<file path="src/rtl/b64c_pkg.sv">
// Shared types, constants and alphabet functions of the base64 stream codec.
`default_nettype none
package b64c_pkg;

  localparam int unsigned QUEUE_DEPTH_DEF = 4;
  localparam int unsigned LIMIT_W = 12;
  localparam logic [7:0] PAD_CHAR = 8'h3D;
  localparam logic [LIMIT_W-1:0] LIMIT_RESET = 12'hFFF;
  localparam int unsigned APB_ADDR_W = 3;
  localparam int unsigned APB_DATA_W = 32;

  typedef enum logic [0:0] {
    REG_DIRECTION    = 1'b0,
    REG_OUTPUT_LIMIT = 1'b1
  } reg_idx_t;

  typedef struct packed {
    logic               direction;
    logic [LIMIT_W-1:0] output_limit;
  } cfg_t;

  // One queue entry: the result words caused by one accepted input word.
  typedef struct packed {
    logic [3:0][7:0] chars;
    logic [1:0]      last_idx;
    logic            data;
    logic            msg_end;
  } job_t;

  typedef struct packed {
    logic       ok;
    logic [5:0] val;
  } cval_t;

  function automatic cval_t char_value(input logic [7:0] c);
    cval_t r;
    r = '0;
    if (c >= 8'h41 && c <= 8'h5A) begin
      r.ok  = 1'b1;
      r.val = 6'(c - 8'h41);
    end else if (c >= 8'h61 && c <= 8'h7A) begin
      r.ok  = 1'b1;
      r.val = 6'(c - 8'h61 + 8'd26);
    end else if (c >= 8'h30 && c <= 8'h39) begin
      r.ok  = 1'b1;
      r.val = 6'(c - 8'h30 + 8'd52);
    end else if (c == 8'h2B) begin
      r.ok  = 1'b1;
      r.val = 6'd62;
    end else if (c == 8'h2F) begin
      r.ok  = 1'b1;
      r.val = 6'd63;
    end
    return r;
  endfunction

  function automatic logic [7:0] enc_char(input logic [5:0] v);
    logic [7:0] r;
    if (v < 6'd26) begin
      r = 8'h41 + {2'b00, v};
    end else if (v < 6'd52) begin
      r = 8'h61 + {2'b00, v} - 8'd26;
    end else if (v < 6'd62) begin
      r = 8'h30 + {2'b00, v} - 8'd52;
    end else if (v == 6'd62) begin
      r = 8'h2B;
    end else begin
      r = 8'h2F;
    end
    return r;
  endfunction

endpackage
`default_nettype wire

</file>
<file path="src/rtl/b64c_item_if.sv">
// Input channel interface: one character or data byte per word.
`default_nettype none
interface b64c_item_if;
  logic       valid;
  logic       ready;
  logic [7:0] in_byte;
  logic       message_last;

  modport source(output valid, output in_byte, output message_last, input ready);
  modport sink(input valid, input in_byte, input message_last, output ready);
endinterface
`default_nettype wire

</file>
<file path="src/rtl/b64c_result_if.sv">
// Output channel interface: one decoded byte, character or end marker per word.
`default_nettype none
interface b64c_result_if;
  logic       valid;
  logic       ready;
  logic [7:0] out_byte;
  logic       out_valid;
  logic       run_last;
  logic       message_end;

  modport source(output valid, output out_byte, output out_valid, output run_last,
                 output message_end, input ready);
  modport sink(input valid, input out_byte, input out_valid, input run_last,
               input message_end, output ready);
endinterface
`default_nettype wire

</file>
<file path="src/rtl/base64_stream_codec_top.sv">
// The job of an accepted input word is written to the queue; its result words then go out through the output register.
// Input words are taken one per cycle while the job queue has room (QUEUE_DEPTH jobs).
// Result words leave at one per cycle while the sink is ready: decode sustains one input word per
// cycle, and encode emits four result words per group of three input words, set by the single-word output register.
// Reset (rst, synchronous) empties the queue, clears all message state, and sets
// direction to 0 and output_limit to 4095.
`default_nettype none
module base64_stream_codec_top #(
  parameter int unsigned QUEUE_DEPTH = b64c_pkg::QUEUE_DEPTH_DEF
) (
  input  wire logic                          clk,
  input  wire logic                          rst,
  input  wire logic                          psel,
  input  wire logic                          penable,
  input  wire logic                          pwrite,
  input  wire logic [b64c_pkg::APB_ADDR_W-1:0] paddr,
  input  wire logic [b64c_pkg::APB_DATA_W-1:0] pwdata,
  output logic      [b64c_pkg::APB_DATA_W-1:0] prdata,
  output logic                               pready,
  b64c_item_if.sink                          item,
  b64c_result_if.source                      result
);
  import b64c_pkg::*;

  cfg_t cfg;
  logic wr_en;
  job_t fj, qj;
  logic push, q_full, q_valid, pop;

  assign pready = 1'b1;
  assign wr_en  = psel && penable && pwrite && (paddr[1:0] == 2'b00);

  always_ff @(posedge clk) begin
    if (rst) begin
      cfg.direction    <= 1'b0;
      cfg.output_limit <= LIMIT_RESET;
    end else if (wr_en) begin
      unique case (reg_idx_t'(paddr[2]))
        REG_DIRECTION:    cfg.direction    <= pwdata[0];
        REG_OUTPUT_LIMIT: cfg.output_limit <= pwdata[LIMIT_W-1:0];
        default: ;
      endcase
    end
  end

  always_comb begin
    prdata = '0;
    unique case (reg_idx_t'(paddr[2]))
      REG_DIRECTION:    prdata = {{(APB_DATA_W-1){1'b0}}, cfg.direction};
      REG_OUTPUT_LIMIT: prdata = {{(APB_DATA_W-LIMIT_W){1'b0}}, cfg.output_limit};
      default:          prdata = '0;
    endcase
  end

  b64c_front u_front (
    .clk    (clk),
    .rst    (rst),
    .cfg    (cfg),
    .item   (item),
    .q_full (q_full),
    .push   (push),
    .job    (fj)
  );

  b64c_queue #(
    .DEPTH (QUEUE_DEPTH)
  ) u_queue (
    .clk      (clk),
    .rst      (rst),
    .push     (push),
    .wr_job   (fj),
    .full     (q_full),
    .pop      (pop),
    .rd_valid (q_valid),
    .rd_job   (qj)
  );

  b64c_back u_back (
    .clk     (clk),
    .rst     (rst),
    .q_valid (q_valid),
    .q_job   (qj),
    .pop     (pop),
    .result  (result)
  );

endmodule
`default_nettype wire

</file>
<file path="src/rtl/b64c_front.sv">
// Front end: accepts input words, runs the codec state and builds result jobs.
`default_nettype none
module b64c_front (
  input  wire logic          clk,
  input  wire logic          rst,
  input  wire b64c_pkg::cfg_t cfg,
  b64c_item_if.sink          item,
  input  wire logic          q_full,
  output logic               push,
  output b64c_pkg::job_t     job
);
  import b64c_pkg::*;

  logic [11:0]        acc, acc_next;
  logic [2:0]         pend, pend_next;
  logic               pad, pad_next;
  logic [LIMIT_W-1:0] cnt, cnt_next;
  logic [15:0]        grp, grp_next;
  logic [1:0]         fill, fill_next;
  logic               lim, lim_next;
  logic               accept;

  assign item.ready = !q_full;
  assign accept     = item.valid && !q_full;

  always_comb begin
    cval_t       cv;
    logic [3:0]  psum;
    logic [3:0]  pnew;
    logic [11:0] shifted;
    logic [2:0]  fill_sum;
    logic [23:0] word;
    logic [23:0] gv;
    logic [2:0]  nfill;
    logic        emit;
    logic [2:0]  nres;
    logic [7:0]  c;

    c         = item.in_byte;
    cv        = char_value(c);
    psum      = {1'b0, pend} + 4'd6;
    pnew      = psum;
    shifted   = '0;
    fill_sum  = {1'b0, fill} + 3'd1;
    word      = {grp, c};
    gv        = word;
    nfill     = 3'd3;
    emit      = 1'b0;
    nres      = 3'd0;
    acc_next  = acc;
    pend_next = pend;
    pad_next  = pad;
    cnt_next  = cnt;
    grp_next  = grp;
    fill_next = fill;
    lim_next  = lim;
    job       = '0;

    if (!cfg.direction) begin
      if (!pad) begin
        if (c == PAD_CHAR) begin
          pad_next = 1'b1;
        end else if (cv.ok) begin
          acc_next = {acc[5:0], cv.val};
          if (psum >= 4'd8) begin
            pnew = psum - 4'd8;
            if (cnt < cfg.output_limit) begin
              shifted      = acc_next >> pnew;
              job.chars[0] = shifted[7:0];
              nres         = 3'd1;
              cnt_next     = cnt + 1'b1;
            end
          end
          pend_next = pnew[2:0];
        end
      end
    end else begin
      if (fill_sum >= 3'd3) begin
        emit      = 1'b1;
        grp_next  = '0;
        fill_next = '0;
      end else if (item.message_last) begin
        emit  = 1'b1;
        nfill = fill_sum;
        gv    = (fill_sum == 3'd1) ? {c, 16'h0000} : {grp[7:0], c, 8'h00};
      end else begin
        grp_next  = word[15:0];
        fill_next = fill_sum[1:0];
      end
      if (emit) begin
        if (lim || ({1'b0, cnt} + 13'd4 >= {1'b0, cfg.output_limit})) begin
          lim_next = 1'b1;
        end else begin
          job.chars[0] = enc_char(gv[23:18]);
          job.chars[1] = enc_char(gv[17:12]);
          job.chars[2] = (nfill >= 3'd2) ? enc_char(gv[11:6]) : PAD_CHAR;
          job.chars[3] = (nfill >= 3'd3) ? enc_char(gv[5:0]) : PAD_CHAR;
          nres         = 3'd4;
          cnt_next     = cnt + 12'd4;
        end
      end
    end

    // A closing word with nothing to show still gets a bare end marker.
    job.data = 1'b1;
    if (item.message_last && nres == 3'd0) begin
      job.data = 1'b0;
      nres     = 3'd1;
    end
    job.last_idx = 2'(nres - 3'd1);
    job.msg_end  = item.message_last;
    push         = accept && (nres != 3'd0);

    if (item.message_last) begin
      acc_next  = '0;
      pend_next = '0;
      pad_next  = 1'b0;
      cnt_next  = '0;
      grp_next  = '0;
      fill_next = '0;
      lim_next  = 1'b0;
    end
  end

  always_ff @(posedge clk) begin
    if (rst) begin
      acc  <= '0;
      pend <= '0;
      pad  <= 1'b0;
      cnt  <= '0;
      grp  <= '0;
      fill <= '0;
      lim  <= 1'b0;
    end else if (accept) begin
      acc  <= acc_next;
      pend <= pend_next;
      pad  <= pad_next;
      cnt  <= cnt_next;
      grp  <= grp_next;
      fill <= fill_next;
      lim  <= lim_next;
    end
  end

endmodule
`default_nettype wire

</file>
<file path="src/rtl/b64c_queue.sv">
// Job queue between the front end and the output sequencer.
`default_nettype none
module b64c_queue #(
  parameter int unsigned DEPTH = b64c_pkg::QUEUE_DEPTH_DEF
) (
  input  wire logic           clk,
  input  wire logic           rst,
  input  wire logic           push,
  input  wire b64c_pkg::job_t wr_job,
  output logic                full,
  input  wire logic           pop,
  output logic                rd_valid,
  output b64c_pkg::job_t      rd_job
);
  import b64c_pkg::*;

  localparam int unsigned PW = (DEPTH > 1) ? $clog2(DEPTH) : 1;
  localparam int unsigned CW = $clog2(DEPTH + 1);

  job_t          entries [DEPTH];
  logic [PW-1:0] wptr, rptr;
  logic [CW-1:0] count;
  logic          do_push, do_pop;

  assign full     = (count == CW'(DEPTH));
  assign rd_valid = (count != '0);
  assign rd_job   = entries[rptr];
  assign do_push  = push && !full;
  assign do_pop   = pop && rd_valid;

  always_ff @(posedge clk) begin
    if (do_push) begin
      entries[wptr] <= wr_job;
    end
  end

  always_ff @(posedge clk) begin
    if (rst) begin
      wptr  <= '0;
      rptr  <= '0;
      count <= '0;
    end else begin
      if (do_push) begin
        wptr <= (wptr == PW'(DEPTH - 1)) ? '0 : wptr + 1'b1;
      end
      if (do_pop) begin
        rptr <= (rptr == PW'(DEPTH - 1)) ? '0 : rptr + 1'b1;
      end
      count <= count + CW'(do_push) - CW'(do_pop);
    end
  end

endmodule
`default_nettype wire

</file>
<file path="src/rtl/b64c_back.sv">
// Output sequencer: plays each queued job out as result words, one per cycle while the sink is ready.
`default_nettype none
module b64c_back (
  input  wire logic           clk,
  input  wire logic           rst,
  input  wire logic           q_valid,
  input  wire b64c_pkg::job_t q_job,
  output logic                pop,
  b64c_result_if.source       result
);
  import b64c_pkg::*;

  logic [1:0] idx;
  logic       load;
  logic       at_end;

  assign load   = q_valid && (!result.valid || result.ready);
  assign at_end = (idx == q_job.last_idx);
  assign pop    = load && at_end;

  always_ff @(posedge clk) begin
    if (rst) begin
      result.valid <= 1'b0;
      idx          <= '0;
    end else begin
      if (load) begin
        result.valid <= 1'b1;
        idx          <= at_end ? 2'd0 : idx + 2'd1;
      end else if (result.ready) begin
        result.valid <= 1'b0;
      end
    end
  end

  always_ff @(posedge clk) begin
    if (load) begin
      result.out_byte    <= q_job.chars[idx];
      result.out_valid   <= q_job.data;
      result.run_last    <= at_end;
      result.message_end <= at_end && q_job.msg_end;
    end
  end

  a_end_is_run_last: assert property (@(posedge clk) disable iff (rst)
    result.valid && result.message_end |-> result.run_last)
    else $error("message end without run end");

  a_marker_form: assert property (@(posedge clk) disable iff (rst)
    result.valid && !result.out_valid |->
      result.run_last && result.message_end && result.out_byte == 8'h00)
    else $error("malformed end marker");

  a_mid_job_held: assert property (@(posedge clk) disable iff (rst)
    idx != 2'd0 |-> q_valid)
    else $error("job left the queue before all its words were sent");

  a_idx_bound: assert property (@(posedge clk) disable iff (rst)
    q_valid && idx != 2'd0 |-> idx <= q_job.last_idx)
    else $error("word index ran past the job");

endmodule
`default_nettype wire

</file>
<file path="src/flat_wrapper.sv">
// flat-port wrapper written by rule: the top's interface ports become plain ports
module base64_stream_codec_top_flat import b64c_pkg::*;
#(
  parameter int unsigned QUEUE_DEPTH = b64c_pkg::QUEUE_DEPTH_DEF
)
  (clk, rst, psel, penable, pwrite, paddr, pwdata, prdata, pready, item_valid, item_in_byte, item_message_last, item_ready, result_valid, result_out_byte, result_out_valid, result_run_last, result_message_end, result_ready);
  b64c_item_if item_i ();
  b64c_result_if result_i ();
  input  wire logic clk;
  input  wire logic rst;
  input  wire logic psel;
  input  wire logic penable;
  input  wire logic pwrite;
  input  wire logic [b64c_pkg::APB_ADDR_W-1:0] paddr;
  input  wire logic [b64c_pkg::APB_DATA_W-1:0] pwdata;
  output logic      [b64c_pkg::APB_DATA_W-1:0] prdata;
  output logic pready;
  input wire logic [$bits(item_i.valid)-1:0] item_valid;
  input wire logic [$bits(item_i.in_byte)-1:0] item_in_byte;
  input wire logic [$bits(item_i.message_last)-1:0] item_message_last;
  output wire logic [$bits(item_i.ready)-1:0] item_ready;
  output wire logic [$bits(result_i.valid)-1:0] result_valid;
  output wire logic [$bits(result_i.out_byte)-1:0] result_out_byte;
  output wire logic [$bits(result_i.out_valid)-1:0] result_out_valid;
  output wire logic [$bits(result_i.run_last)-1:0] result_run_last;
  output wire logic [$bits(result_i.message_end)-1:0] result_message_end;
  input wire logic [$bits(result_i.ready)-1:0] result_ready;
  assign item_i.valid = item_valid;
  assign item_i.in_byte = item_in_byte;
  assign item_i.message_last = item_message_last;
  assign item_ready = item_i.ready;
  assign result_valid = result_i.valid;
  assign result_out_byte = result_i.out_byte;
  assign result_out_valid = result_i.out_valid;
  assign result_run_last = result_i.run_last;
  assign result_message_end = result_i.message_end;
  assign result_i.ready = result_ready;
  base64_stream_codec_top #(.QUEUE_DEPTH(QUEUE_DEPTH)) u_core (.clk(clk), .rst(rst), .psel(psel), .penable(penable), .pwrite(pwrite), .paddr(paddr), .pwdata(pwdata), .prdata(prdata), .pready(pready), .item(item_i), .result(result_i));
endmodule
</file>
<file path="config.mk">
export PLATFORM = sky130hd
export DESIGN_NAME = base64_stream_codec_top_flat
export DESIGN_NICKNAME = d
export VERILOG_FILES = /design/src/rtl/b64c_pkg.sv /design/src/rtl/b64c_item_if.sv /design/src/rtl/b64c_result_if.sv /design/src/rtl/base64_stream_codec_top.sv /design/src/rtl/b64c_front.sv /design/src/rtl/b64c_queue.sv /design/src/rtl/b64c_back.sv /design/src/flat_wrapper.sv
export SDC_FILE = /design/constraint.sdc
export NUM_CORES = 1
export LEC_CHECK = 0
export BUFFER_PORTS_ARGS = -buffer_cell sky130_fd_sc_hd__buf_2
export CORE_ASPECT_RATIO = 0.8
export CORE_MARGIN = 10
export CORE_UTILIZATION = 38
export DETAILED_ROUTE_END_ITERATION = 7
export GPL_TIMING_DRIVEN = 0
export PLACE_DENSITY = 0.61
export SETUP_SLACK_MARGIN = 0.15
export SYNTH_ARGS = -nofsm -noshare
export SYNTH_HDL_FRONTEND = slang
export SYNTH_SLANG_ARGS = --single-unit
</file>
<file path="constraint.sdc">
create_clock -name clk -period 12.9 [get_ports clk]
set_input_delay 1.29 -clock clk [delete_from_list [all_inputs] [get_ports clk]]
set_output_delay 1.29 -clock clk [all_outputs]
set_load 0.005 [all_outputs]
</file>
## Word level (Yosys, flattened, before mapping)

Memories as Yosys holds them, arrays and structs flattened. A register that Yosys moved wholly into a read port is not among the register bits.
Cells that the tools add are included.

- $add $sub $neg: 37
- $lt $le $gt $ge: 25
- Equality and inequality tests: 19
- Shifts and indexed selects: 1
- Mux-type cells: 98
- Bitwise operators: 1
- Reductions and logical operators: 37

Operators by type and width:

| kind | count |
|---|---|
| 8-bit 2-to-1 mux | 21 |
| 24-bit 2-to-1 mux | 5 |
| 12-bit 2-to-1 mux | 9 |
| 7-bit by 6-bit adder with 8-bit output, first input constant | 8 |
| 32-bit 2-to-1 mux | 2 |
| 32-bit one-hot mux with 2 select lines | 1 |
| 3-bit 2-to-1 mux | 17 |
| 6-bit less-than comparator, second input constant | 8 |
| 16-bit 2-to-1 mux | 3 |
| 7-bit 2-to-1 mux | 5 |
| 7-bit by 6-bit subtractor with 8-bit output, second input constant | 4 |
| 8-bit by 5-bit subtractor with 8-bit output, second input constant | 4 |
| 6-bit 2-to-1 mux | 5 |
| 6-bit by 6-bit adder with 7-bit output, first input constant | 4 |
| 6-bit == test, second input constant | 4 |
| 8-bit by 6-bit == test with 1-bit output, second input constant | 3 |
| 6-bit by 5-bit less-than comparator with 1-bit output, second input constant | 4 |
| 1-bit 2-to-1 mux | 21 |
| 8-bit binary-select mux with 2-bit select | 1 |
| 8-bit by 7-bit >= comparator with 1-bit output, second input constant | 2 |
| 8-bit by 7-bit less-or-equal comparator with 1-bit output, second input constant | 2 |
| 2-bit 2-to-1 mux | 8 |
| 3-bit nonzero test | 5 |
| 1-bit logical AND | 14 |
| 39 further kinds | 58 |

- Bits in registers: 75
- RAM bits: 144
- Input port bits: 51
- Output and inout port bits: 46
- Word-level logic and storage cells: 237
- Memories: 1

Memories:

| memory | words | bits a word | read ports | clocked after Yosys merged registers in | write ports | RTL line | text |
|---|---|---|---|---|---|---|---|
| u_core.u_queue.entries | 4 | 36 | 1 | 1 | 1 | b64c_queue.sv:20 | `job_t entries [DEPTH];` |

## Longest topological paths before layout

Gate-level depths: netlist (run 1).

- Depth after elaboration: 18
- Gate-level depth with buffers: 21
- Mapped depth without buffers: 20

## Modules after synthesis

A second synthesis (run 1) with hierarchy kept.

- Cells, all modules: 1109
- Area total of the unflattened synthesis: 12510.7 um^2

Modules (own cells, without submodules):

| module | times used | cells each | area each (um^2) | sequential area each (um^2) |
|---|---|---|---|---|
| b64c_queue | 1 | 238 | 5683.0 | 4504.3 |
| b64c_front | 1 | 732 | 5285.1 | 800.8 |
| base64_stream_codec_top | 1 | 95 | 805.8 | 260.2 |
| b64c_back | 1 | 44 | 737.0 | 390.4 |

## Least setup slack after synthesis (run 1)

Ideal clock, no wire load.

- Kind: input-to-reg
- Start point: input item_in_byte[2]
- End point: register u_core.u_queue.count[2]
- Library setup time: 0.128 ns
- Arrival: 4.656 ns
- Data required time: 12.772 ns
- Path slack: 8.117 ns
- Cell stages on the path: 19
- Path buffers: 2
- Cell sequence: clkbuf_1 > inv_1 > ha_1 > buf_2 > a21oi_1 > a2111oi_1 > a211oi_2 > o21ai_2 > o211a_4 > nor2_1 > inv_1 > ha_1 > inv_1 > ha_1 > inv_1 > fa_1 > xor2_1 > xnor2_1 > nor2_1

- Word-level cells in the longest chain between the ends: 18

RTL lines:

| element | RTL line | text |
|---|---|---|
| from (decl) | flat_wrapper.sv:19 | `input wire logic [$bits(item_i.in_byte)-1:0] item_in_byte;` |
| parallel branches: the longest is 7 deep, another holds 8-bit by 6-bit >= comparator with 1-bit output | n/a |  |
| 1-bit 2-to-1 mux * | b64c_front.sv:61 | `if (c == PAD_CHAR) begin` |
| 1-bit 2-to-1 mux * | b64c_front.sv:60 | `if (!pad) begin` |
| 3-bit 2-to-1 mux * | b64c_front.sv:59 | `if (!cfg.direction) begin` |
| 3-bit zero test | b64c_front.sv:106 | `if (item.message_last && nres == 3'd0) begin` |
| 1-bit logical AND | b64c_front.sv:106 |  |
| 3-bit 2-to-1 mux * | b64c_front.sv:106 |  |
| 3-bit nonzero test * | b64c_front.sv:112 | `push = accept && (nres != 3'd0);` |
| 1-bit logical AND * | b64c_front.sv:112 |  |
| 1-bit logical AND * | b64c_queue.sv:28 | `assign do_push = push && !full;` |
| 3-bit by 1-bit adder with 3-bit output * | b64c_queue.sv:49 | `count <= count + CW'(do_push) - CW'(do_pop);` |
| 3-bit by 1-bit subtractor with 3-bit output * | b64c_queue.sv:49 |  |
| to (signal assigned) | b64c_queue.sv:49 |  |
| to (decl) | b64c_queue.sv:22 | `logic [CW-1:0] count;` |

Mark *: on every way between the ends.
A chain may end at the register's enable or synchronous reset.

## Worst setup path after layout (run 1)

Same ends and word-level chain as after synthesis.

==> results of run 1 <==
==> metal layers <==
metal,vias to the layer above,track usage,share of wire
li1,4259,-,-
met1,4365,0.233,0.49
met2,275,0.224,0.43
met3,31,0.0300,0.072
met4,0,0.0276,0.013
met5,-,0,0
==> power breakdown <==
group / internal (mW) / total, mW / switching (mW)
registers: 0.801 / 0.819 / 0.0187
logic: 0.190 / 0.417 / 0.228
clock network: 0.375 / 0.650 / 0.275
==> cell type report <==
type                    instances  area [um^2]
multi-input cells             767         5760
repair buffers                 57          382
clock inverters                17          154
clock buffers                  25          593
plain buffers                  78          409
fillers                      2998        17600
well taps                     420          526
flip-flops and latches        216         5840
inverters                      59          221
==> kinds of logic (layout without fill, tap and decap cells) <==
| group | count (synthesis) | in the layout | share of synthesized area |
|---|---|---|---|
| muxes | 80 | 80 | 0.113 |
| other | 2 | 21 | 0.000618 |
| DFF | 216 | 216 | 0.480 |
| buffers and inverters | 137 | 236 | 0.0519 |
| xor gates and xnor gates | 30 | 30 | 0.0216 |
| adders and majority gates | 68 | 68 | 0.0707 |
| and+or+nand+nor | 346 | 346 | 0.142 |
| AOI/OAI and AO/OA | 222 | 222 | 0.120 |
==> sequential cells by signal (all words and copies together) (netlist names), named ones only <==
signal / flops
u_core.u_queue.entries: 140
u_core.u_front.grp: 16
u_core.cfg: 13
u_core.u_front.cnt: 12
u_core.u_back.result.out_byte: 8
u_core.u_front.acc: 6
u_core.u_queue.count: 3
u_core.u_back.idx: 2
u_core.u_front.fill: 2
u_core.u_front.pend: 2
u_core.u_queue.rptr: 2
u_core.u_queue.wptr: 2
u_core.u_back.result.message_end: 1
u_core.u_back.result.out_valid: 1
u_core.u_back.result.run_last: 1
u_core.u_back.result.valid: 1
u_core.u_front.lim: 1
u_core.u_front.pad: 1
==> metrics by stage <==
step | setup WS (ps) | hold WS, ps | power (mW) | utilization | std cells
after floorplan | 8120 | 429 | 1.12 | - | 1120
after global placement | 6840 | 438 | 1.24 | 0.413 | 1592
after detailed placement | 7080 | 444 | 1.26 | 0.417 | 1597
after CTS | 7640 | 452 | 1.91 | 0.441 | 1639
after global routing | 7170 | 482 | 1.98 | 0.441 | 1639
final | 7510 | 453 | 1.89 | 0.441 | 1639
==> cell usage after synthesis (all sizes together) (4+ instances only) <==
cell,instances,area [um^2]
xnor2,20,175
edfxtp,151,4530
clkbuf,33,124
nor2b,16,100
a221o,4,40.0
mux2,14,161
a211o,8,70.1
ha,67,838
nand3b,17,128
nor3b,5,42.5
buf,45,285
and2,19,119
mux4,44,991
dfxtp,65,1300
nor4,5,31.3
a21oi,85,437
nand2,119,447
o21a,4,30.0
and3,9,56.3
a221oi,5,43.8
a31oi,12,75.1
xor2,10,87.6
o21ai,40,208
o211ai,10,75.1
inv,58,218
mux2i,22,220
o31ai,6,45.0
or3,6,37.5
nand2b,6,37.5
a21o,5,37.5
a211oi,11,87.6
or4,4,30.0
nor3,24,125
nand3,39,195
nand4,8,50.1
nor2,56,210
==> worst max-delay path, cell delays in order <==
cell       delay, ps
buf_2            160
clkbuf_1         410
inv_1            170
ha_1             220
buf_2            160
a21oi_1          350
a2111oi_1        150
a211oi_2         470
o21ai_2          220
o211a_4          350
nor2_1           420
inv_1            120
ha_1             300
inv_1             50
ha_1             130
inv_1             50
fa_1             400
xor2_1           170
xnor2_1          130
nor2_1            50
==> worst max-delay path by stage <==
| stage | cells past startpoint | endpoint | start |
|---|---|---|---|
| finish | 20 | u_core.u_queue.count[2] | item_in_byte[2] |
| CTS | 20 | u_core.u_queue.count[2] | item_in_byte[2] |
| global route | 20 | u_core.u_queue.count[2] | item_in_byte[2] |
| global placement | 11 | u_core.u_queue.entries[0][23] | item_in_byte[2] |
| detailed placement | 20 | u_core.u_queue.count[2] | item_in_byte[2] |
| floorplan | 19 | u_core.u_queue.count[2] | item_in_byte[2] |
==> run_results.csv, run 1 <==
group,metric,value,unit
cts,post-cts-setup-buffers,0,
power_and_ir_drop,vdd_drop_max,79.6,uV
routing,vias_per_cell,5.45,
cts,h-tree-depth,1,
critical_path,ff2ff_path_depth,20,
worst_hold_path,hold_start,"u_core.u_front.acc[4]",
cts,clockBufferDepth,3,
placed_design,placement.io_buffers,52,
placed_design,globalplace.congestion,0.890,
synthesis,postSynthAreaPerCell,11.0,um^2
critical_path,rrSetupSlack,7870,ps
routing,drcViolationCount,0,
global_route,overflow,0,
cts,path_clk_slew,70,ps
synthesis,yosysSeqAreaShare,0.480,
cts,clk_latency,520,ps
die,num_io_pins,97,
global_route,antenna_found_initial,0,
global_route,grt_usage,0.154,
finish,layout_common_cells,"edfxtp_1 (151), nand2_1 (119), a21oi_1 (81)",
outcome,outcome,"complete, no violations",
global_route,grt_pass1_vias,8477,
sta,finalHoldViolCount,0,
global_route,grt_max_degree,20,
sta,fmax,0.185,GHz
cts,cts_tree,"done",
finish,final_area,13900,um^2
die,core_area,31500,um^2
critical_path,critPathLaunchType,"primary input",
critical_path,worstPathRequired,13290,ps
die,fp-row-count,58,
finish,syn_to_final_growth,14.3,%
worst_hold_path,hold_end,"u_core.u_front.acc[4]",
placed_design,place_area,13100,um^2
power_and_ir_drop,leakage,5.17,nW
critical_path,critPathCaptureType,"flip-flop",
die,die_x,220,um
critical_path,rr_endpoint,"u_core.u_queue.count[2]",
power_and_ir_drop,cellPowerDensity,136,nW/um^2
sta,rsz0062_at_grt,"false",
synthesis,syn_inst,1101,
sta,period_share,0.418,
synthesis,async_flop_share,0,
synthesis,yosys_warnings,0,
global_route,grt_pass1_wl,48900,um
critical_path,arrival,5780,ps
die,initial_utilization,0.386,
placed_design,dp_hpwl,23100,um
routing,routedWlPerCell,18.9,um
critical_path,worstSetupPathType,"primary input to flip-flop",
cts,numCtsBuffers,23,
synthesis,synth.distinct_cells,83,
critical_path,timing.rr.start,"u_core.u_front.cnt[3]",
finish,drive_above_1_share,0.176,
routing,routed_wl,31000,um
finish,diodes,0,
synthesis,netlist_area,12100,um^2
critical_path,crit_fanout,10,
routing,drtIter0Drc,892,
synthesis,synth_edf_count,151,
sta,drv_slew,0,
cts,hold_buffers,0,
flow_run,cap_violations,0,
synthesis,yosys_most_used_dff,"edfxtp_1",
routing,ant_nets,0,
sta,min_period,5390,ps
finish,final_common_cell,"edfxtp_1",
cts,cts_resized,0,
finish,final_nets,1321,
sta,worst_pin_slew,1290,ps
routing,first_pass_iters,5,
worst_hold_path,worst_hold_path_type,"flip-flop to flip-flop",
sta,setup-violations-final,0,
routing,vias,8930,
sta,relSlewSlack,0.129,
cts,clock-sinks,216,
die,die_h,180,um
sta,finalClockSkew,7.89,ps
synthesis,ys_seq_elements,216,
cts,cts_root_buf,"clkbuf_16",
worst_hold_path,hold_depth,2,
sta,setup_tns,0,ps
die,die-area,39600,um^2
No activity file was read; power rests on OpenSTA's default activity.
==> run 2, diff against run 1 <==
PLACE_DENSITY = 0.63   (was 0.61)
clock period = 4.45 ns   (was 12.9 ns; I/O delays follow)
==> run 2 against run 1 <==
Net effect:
- via count rose by 0.75%
- non-clock buffer count is 4 higher
- hold slack worse by 320 ps
- global-route usage grew 0.083 points
- cell area is 0.75% higher
- clock skew is 3.7 ps higher
- first-iteration DRC count grew 0.11%
- clock-buffer cell count grew 3
- routed wire length grew 2.1%
- utilization grew 0.33 points
- highest routed layer unchanged
==> run_results.csv, run 2 (same netlist as run 1, synthesis figures left out) <==
group,metric,value,unit
critical_path,arrival,4650,ps
critical_path,cp_slowest_cell,"fa_1",
placed_design,globalplace.congestion,0.920,
cts,clk_latency,520,ps
routing,routed_wl,31700,um
global_route,grt_max_degree,34,
global_route,grtUsageMet2,0.225,
cts,clock-sinks,216,
placed_design,placement.io_buffers,52,
placed_design,dp_hpwl,23200,um
sta,relSlewSlack,0.270,
critical_path,critPathCaptureType,"flip-flop",
routing,drtIter0Drc,893,
placed_design,dp.cells,1597,
cts,clockBufferDepth,3,
global_route,grt_pass1_wl,49200,um
finish,final_core_util,0.444,
die,core_area,31500,um^2
global_route,grt_usage,0.155,
die,num_io_pins,97,
finish,fin_cells,1645,
outcome,outcome,"complete, no violations",
die,fp-row-count,58,
finish,syn_to_final_growth,15.1,%
cts,cts_tree,"done",
cts,h-tree-depth,1,
global_route,antenna_found_initial,0,
global_route,grt-busiest-layer,"met1",
finish,layout_common_cells,"edfxtp_1 (151), nand2_1 (119), a21oi_1 (80)",
cts,path_clk_slew,60,ps
die,initial_utilization,0.386,
routing,vias,8997,
critical_path,critical-path-top-delay-family,"compound AO/OA/AOI/OAI gates",
sta,finalHoldViolCount,0,
sta,finalClockSkew,11.6,ps
routing,ant_nets,0,
critical_path,worstSetupPathType,"flip-flop to flip-flop",
global_route,use_met3,0.0233,
die,die-area,39600,um^2
finish,diodes,0,
finish,top_regs,"u_core.u_queue.entries x140, u_core.u_front.grp x16, u_core.cfg x13",
finish,final_common_cell,"edfxtp_1",
global_route,overflow,0,
sta,min_period,4270,ps
finish,fill_cells,2981,
sta,fmax,0.234,GHz
finish,largest_reg_flops,140,
critical_path,critPathLaunchType,"flip-flop",
critical_path,path_buf_inv,3,
sta,drv_slew,0,
cts,hold_buffers,0,
critical_path,cpPeakStageDelay,400,ps
die,die_h,180,um
power_and_ir_drop,leakage,5.21,nW
sta,setup_tns,0,ps
power_and_ir_drop,cellPowerDensity,391,nW/um^2
worst_hold_path,worst_hold_path_type,"primary input to flip-flop",
sta,period_share,0.959,
die,die_x,220,um
power_and_ir_drop,vdd_drop_max,256,uV
critical_path,crit_fanout,9,
sta,worst_pin_slew,1080,ps
sta,setup-violations-final,0,
cts,cts_root_buf,"clkbuf_16",
cts,numCtsBuffers,24,
finish,regMostFlops,"u_core.u_queue.entries",
critical_path,worstPathRequired,4830,ps
finish,final_nets,1326,
global_route,met1_usage,0.237,
routing,routedWlPerCell,19.3,um
sta,rsz0062_at_grt,"true",
global_route,grt_pass1_vias,8507,
routing,drcViolationCount,0,
critical_path,crit_chain,"ha_4 -> nand3_2 -> nor3_4 -> xor2_1 -> ha_1 -> a21o_1 -> a211o_1 -> a211o_1 -> a211o_1 -> o211a_4 -> nor2_4 -> inv_1 -> ha_1 -> inv_1 -> ha_1 -> inv_1 -> fa_1 -> xor2_1 -> xnor2_1 -> nor2_1",
flow_run,cap_violations,0,
routing,vias_per_cell,5.47,
finish,drive_above_1_share,0.193,
routing,first_pass_iters,7,
## run 2: cell count changes in the layout (fill, tap and decap cells not counted), moves of 2 or more
cell	delta
and3_2	-3
and3_4	+3
buf_12	+4
buf_16	-4
buf_4	+5
clkbuf_2	+3
clkinv_2	+2
clkinvlp_4	-3
dfxtp_1	-4
dfxtp_2	+2
dfxtp_4	+2
nor3_1	-3
nor3_2	+2
## run 2: layer usage
layer  routed length (um)  vias up
li1                     -     4261
met1                15500     4412
met2                13600      297
met3                 2080       27
met4                  435        0
met5                    0        -
## run 2: area by class of cell
class	instances	area, um^2	share of cell area
Sequential cell	216	5850	0.418
Multi-Input combinational cell	767	5850	0.418
Timing Repair Buffer	61	378	0.0270
Clock inverter	16	138	0.00984
Inverter	59	221	0.0158
Clock buffer	28	616	0.0440
Buffer	78	413	0.0295
Tap cell	420	526	0.0376
## run 2: where the power goes
group / total, mW / switching, mW / leakage, nW / internal, mW
Combinational: 1.20 / 0.651 / 2.98 / 0.546
Clock: 1.89 / 0.785 / 0.373 / 1.11
Sequential: 2.38 / 0.0563 / 1.86 / 2.32
## run 2: what timing repair did
| item | 4_1_cts | 5_1_grt |
|---|---|---|
| cloned | 0 | 0 |
| setup endpoints to repair | 189 | 104 |
| gates resized for setup | 11 | 19 |
| pin swaps | 1 | 3 |
| buffers inserted | 0 | 4 |
## run 2: stage by stage
stage	instance area [um^2]	power [mW]	setup slack (ps)	hold slack (ps)
3_3_place_gp	13000	3.59	-981	437
4_1_cts	13900	5.52	79.6	120
5_1_grt	14000	5.72	-80.9	143
6_report	14000	5.47	182	135
2_1_floorplan	12200	3.24	180	429
3_5_place_dp	13100	3.63	-612	446
## run 2: path summary, 6_finish.rpt
path / startpoint / endpoint / slack [ps] / cells past startpoint
worst max register to register: u_core.u_front.cnt[3] / u_core.u_queue.count[2] / 180 / 20
worst min register to register: u_core.u_front.grp[12] / u_core.u_front.grp[12] / 450 / 2
worst max-delay path: u_core.u_front.cnt[3] / u_core.u_queue.count[2] / 180 / 20
worst min-delay path: pwdata[7] / u_core.cfg[7] / 140 / 3
## run 2: worst register-to-register path, cell delays in order (launching register included)
cell,delay (ps)
dfxtp_4,380
ha_4,150
nand3_2,140
nor3_4,280
xor2_1,180
ha_1,260
a21o_1,180
a211o_1,290
a211o_1,280
a211o_1,300
o211a_4,220
nor2_4,140
inv_1,70
ha_1,280
inv_1,60
ha_1,130
inv_1,50
fa_1,400
xor2_1,170
xnor2_1,130
nor2_1,50
